## config.mk

```make
export PLATFORM = sky130hd
export DESIGN_NAME = ars_cfg_regs
export DESIGN_NICKNAME = d
export VERILOG_FILES = /design/src/rtl/ars_pkg.sv /design/src/rtl/ars_cfg_regs.sv
export SDC_FILE = /design/constraint.sdc
export NUM_CORES = 1
export LEC_CHECK = 0
export ABC_CLOCK_PERIOD_IN_PS = 1200
export BUFFER_PORTS_ARGS = -buffer_cell sky130_fd_sc_hd__buf_2
export CORE_MARGIN = 1.5
export CORE_UTILIZATION = 48
export DETAILED_ROUTE_END_ITERATION = 8
export PLACE_DENSITY = 0.78
export SYNTH_ARGS = -nofsm -noshare
export SYNTH_HDL_FRONTEND = slang
export SYNTH_SLANG_ARGS = --single-unit
```

## constraint.sdc

```tcl
create_clock -name clk -period 1.2 [get_ports clk]
set_clock_uncertainty 0.1 [all_clocks]
set_input_delay 0.24 -clock clk [delete_from_list [all_inputs] [get_ports clk]]
set_output_delay 0.24 -clock clk [all_outputs]
set_load 0.05 [all_outputs]
```

## src/rtl/ars_pkg.sv

```systemverilog
// Shared types, codes and helpers for the adaptive reading smoother.
package ars_pkg;

  typedef enum logic {
    OP_SAMPLE = 1'b0,
    OP_TICK   = 1'b1
  } opcode_t;

  typedef enum logic [1:0] {
    MODE_CURRENT    = 2'd0,
    MODE_VOLTAGE    = 2'd1,
    MODE_RESISTANCE = 2'd2,
    MODE_OTHER      = 2'd3
  } mode_t;

  typedef enum logic [2:0] {
    RANGE_NANO   = 3'd0,
    RANGE_MICRO  = 3'd1,
    RANGE_MILLI  = 3'd2,
    RANGE_UNIT   = 3'd3,
    RANGE_UNIT30 = 3'd4,
    RANGE_KILO   = 3'd5,
    RANGE_MEGA   = 3'd6
  } range_t;

  typedef enum logic [1:0] {
    CFG_COEFF = 2'd0,
    CFG_WAIT  = 2'd1,
    CFG_BAND  = 2'd2
  } cfg_idx_t;

  localparam logic [15:0] COEFF_RST = 16'd429;
  localparam logic [15:0] WAIT_RST  = 16'd1000;
  localparam logic [15:0] BAND_RST  = 16'd66;

  typedef struct packed {
    logic [15:0] coeff;
    logic [15:0] wait_ticks;
    logic [15:0] settle_band;
  } cfg_t;

  // |diff| > t * 2^32, with diff = hi * 2^32 + lo and lo unsigned
  function automatic logic beyond(logic signed [32:0] hi, logic [31:0] lo,
                                  logic signed [33:0] t);
    logic signed [33:0] hx;
    hx = {hi[32], hi};
    return (hx > t) || ((hx == t) && (lo != 32'd0)) || (hx < -t);
  endfunction

endpackage

```

## src/rtl/ars_cfg_regs.sv

```systemverilog
// Configuration register file for the adaptive reading smoother.
module ars_cfg_regs (
  input  logic          clk,
  input  logic          rst_n,
  input  logic          cfg_valid,
  output logic          cfg_ready,
  input  logic [1:0]    cfg_index,
  input  logic [15:0]   cfg_data,
  output ars_pkg::cfg_t cfg
);
  import ars_pkg::*;

  cfg_t cfg_r;

  assign cfg_ready = 1'b1;
  assign cfg = cfg_r;

  always_ff @(posedge clk) begin
    if (!rst_n) begin
      cfg_r.coeff       <= COEFF_RST;
      cfg_r.wait_ticks  <= WAIT_RST;
      cfg_r.settle_band <= BAND_RST;
    end else if (cfg_valid) begin
      case (cfg_idx_t'(cfg_index))
        CFG_COEFF: cfg_r.coeff       <= cfg_data;
        CFG_WAIT:  cfg_r.wait_ticks  <= cfg_data;
        CFG_BAND:  cfg_r.settle_band <= cfg_data;
        default: ;
      endcase
    end
  end

endmodule

```

==> qor.yml <==
critPathMaxFanout: 2
fin_ws_ps: 29.0
grt_pass1_vias: 1374
drv_slew: 0
synthCells: 188
post-route-min-period_ps: 1170
fin_cells: 304
gp_congestion: 0.695
finalPower_mw: 3.26
grt-ovfl-total: 0
dp_cells: 296
pwr-share-clk_pct: 29.8
p_sw_share_pct: 28.2
path_clk_slew_ps: 80
ir_worst_vdd_mv: 0.721
cts_sinks: 48
netSwitchingPower_uw: 917
ys_ff_latch: 48
die_h_um: 66.3
yosysSeqAreaShare_pct: 50.0
die-area_um2: 4400
drtPass1Iterations: 4
ant_nets: 0
final_nets: 276
grt_antenna_before_repair: 0
clockRootBuffer: "clkbuf_8"
setup.worst_path.end_class: "output port"
wire_per_inst_um: 13.7
drt-total-wl_um: 4180
numCtsBuffers: 5
share_comb_of_total_power_pct: 18.1
cp_top_family: "flip-flops"
dieWidth_um: 66.3
tritoncts: "built"
setup_viol: 0
seq_power_share_pct: 52.1
mappedNetlistArea_um2: 1920
pre_cts_ws_ps: -30.6
drive_above_1_share_pct: 40.6
htree_levels: 2
startpoint_type: "flip-flop"
status: "completed"
finalHoldViolCount: 0
crit_required_ps: 860
fmax_ghz: 0.854
arrival_ps: 830
route.detailed.drc: 0
grt_start_max_net_pins: 48
critPathSlowestCell: "dfxtp_1"
cts_max_path_buffers: 2
rows: 22
ios: 70
vias: 1467
synth_nets: 209
synth_area_per_cell_um2: 10.2
path_buf_inv: 1
largest_reg_flops: 48
yosys_warnings: 0
cap_violations: 0
hold_buffers: 0
power.density_nw_per_um2: 1200
crit_type: "reg -> out"
synth_cell_type_count: 18
port_buffers: 68
slowest_delay_ps: 370
diodes: 0
vias_per_cell: 4.83
fin_crit_sh_pct: 97.6
grt_first_pass_wirelength_um: 6440
hold_path.class: "in -> reg"
area.growth.synth_to_final_pct: 40.7
initial_core_util_pct: 51.4
crit_chain: "buf_6"
clk_latency_ps: 290
grtUsageTotal_pct: 19.5
drt_iter0_markers: 123
coreArea_um2: 3740
p_int_mw: 2.34
leakagePower_nw: 1.26
place_hpwl_um: 2710
[cells in the final DEF, fill, tap and decap left out, drive strengths merged]
cell,instances
dfxtp,48
and4b,2
clkbuf,6
nor3b,1
nor2b,15
and3b,1
clkinv,2
inv,3
conb,1
nand3b,2
a211o,2
nand2,50
nand4bb,2
mux2i,44
o211ai,2
buf,75
[per-layer routing]
layer,GRT usage [%],share of wire [%],vias up
li1,-,-,749
met1,25.3,45,670
met2,31.0,49,43
met3,5.62,5.1,5
met4,6.12,0.98,0
met5,0,0,-
[cell type report]
class                           instances  area, µm²
Fill cell                             287       1040
Sequential cell                        48        985
Multi-Input combinational cell        122        845
Timing Repair Buffer                   75        712
Clock buffer                            6       82.6
Tap cell                               48       60.1
Inverter                                3       11.3
Clock inverter                          2       10.0
[synth_stat cells, drive strengths merged]
master | n | share of area, %
nand2 | 50 | 9.8
nor3b | 1 | 0.65
dfxtp | 48 | 50
buf | 14 | 5.7
nor2b | 15 | 4.9
and3b | 1 | 0.52
o211ai | 2 | 0.78
a211o | 2 | 0.91
inv | 3 | 0.59
nand3b | 2 | 0.78
clkbuf | 1 | 0.19
conb | 1 | 0.19
mux2i | 44 | 23
and4b | 2 | 1.0
nand4bb | 2 | 1.2
[through the flow]
stage	hold slack [ps]	TNS (ps)	instance area [µm²]	utilization [%]
after detailed placement	344	-174	2310	61.6
after global routing	76.0	-15.4	2710	72.3
final	94.5	0	2710	72.3
after CTS	86.3	0	2530	67.7
after floorplan	279	0	1920	-
after global placement	342	-67.7	2310	61.6
[kinds of logic (layout without fill, tap and decap cells)]
logic type / Yosys count / in the layout / share of synthesized area [%]
compound gates: 4 / 4 / 1.69
simple gates: 73 / 73 / 18.8
flops: 48 / 48 / 50.0
buf+inv: 18 / 86 / 6.44
mux: 44 / 44 / 22.9
other cells: 1 / 1 / 0.195
[power by group through the flow]
stage          Combinational, mW  Clock [mW]  Sequential, mW
2_1_floorplan              0.182           0            1.92
3_3_place_gp               0.516           0            1.72
3_5_place_dp               0.520           0            1.72
4_1_cts                    0.558       0.997            1.68
5_1_grt                    0.621        1.07            1.70
6_report                   0.589       0.970            1.70
[path summary, 6_finish.rpt]
check	endpoint	slack (ps)	cells after the start	from
max	cfg[7]	30	1	cfg[7]
min	cfg[5]	90	3	cfg_data[5]
max reg2reg	cfg[1]	410	1	cfg[1]
min reg2reg	cfg[4]	360	2	cfg[4]
[repair_timing]
| item | CTS | global route |
|---|---|---|
| resized for setup | 52 | 58 |
| buffers inserted | 0 | 0 |
| hold endpoints to repair | 0 | 0 |
| endpoints found under the setup margin | 48 | 42 |
No activity file was read; power rests on OpenSTA's default activity.
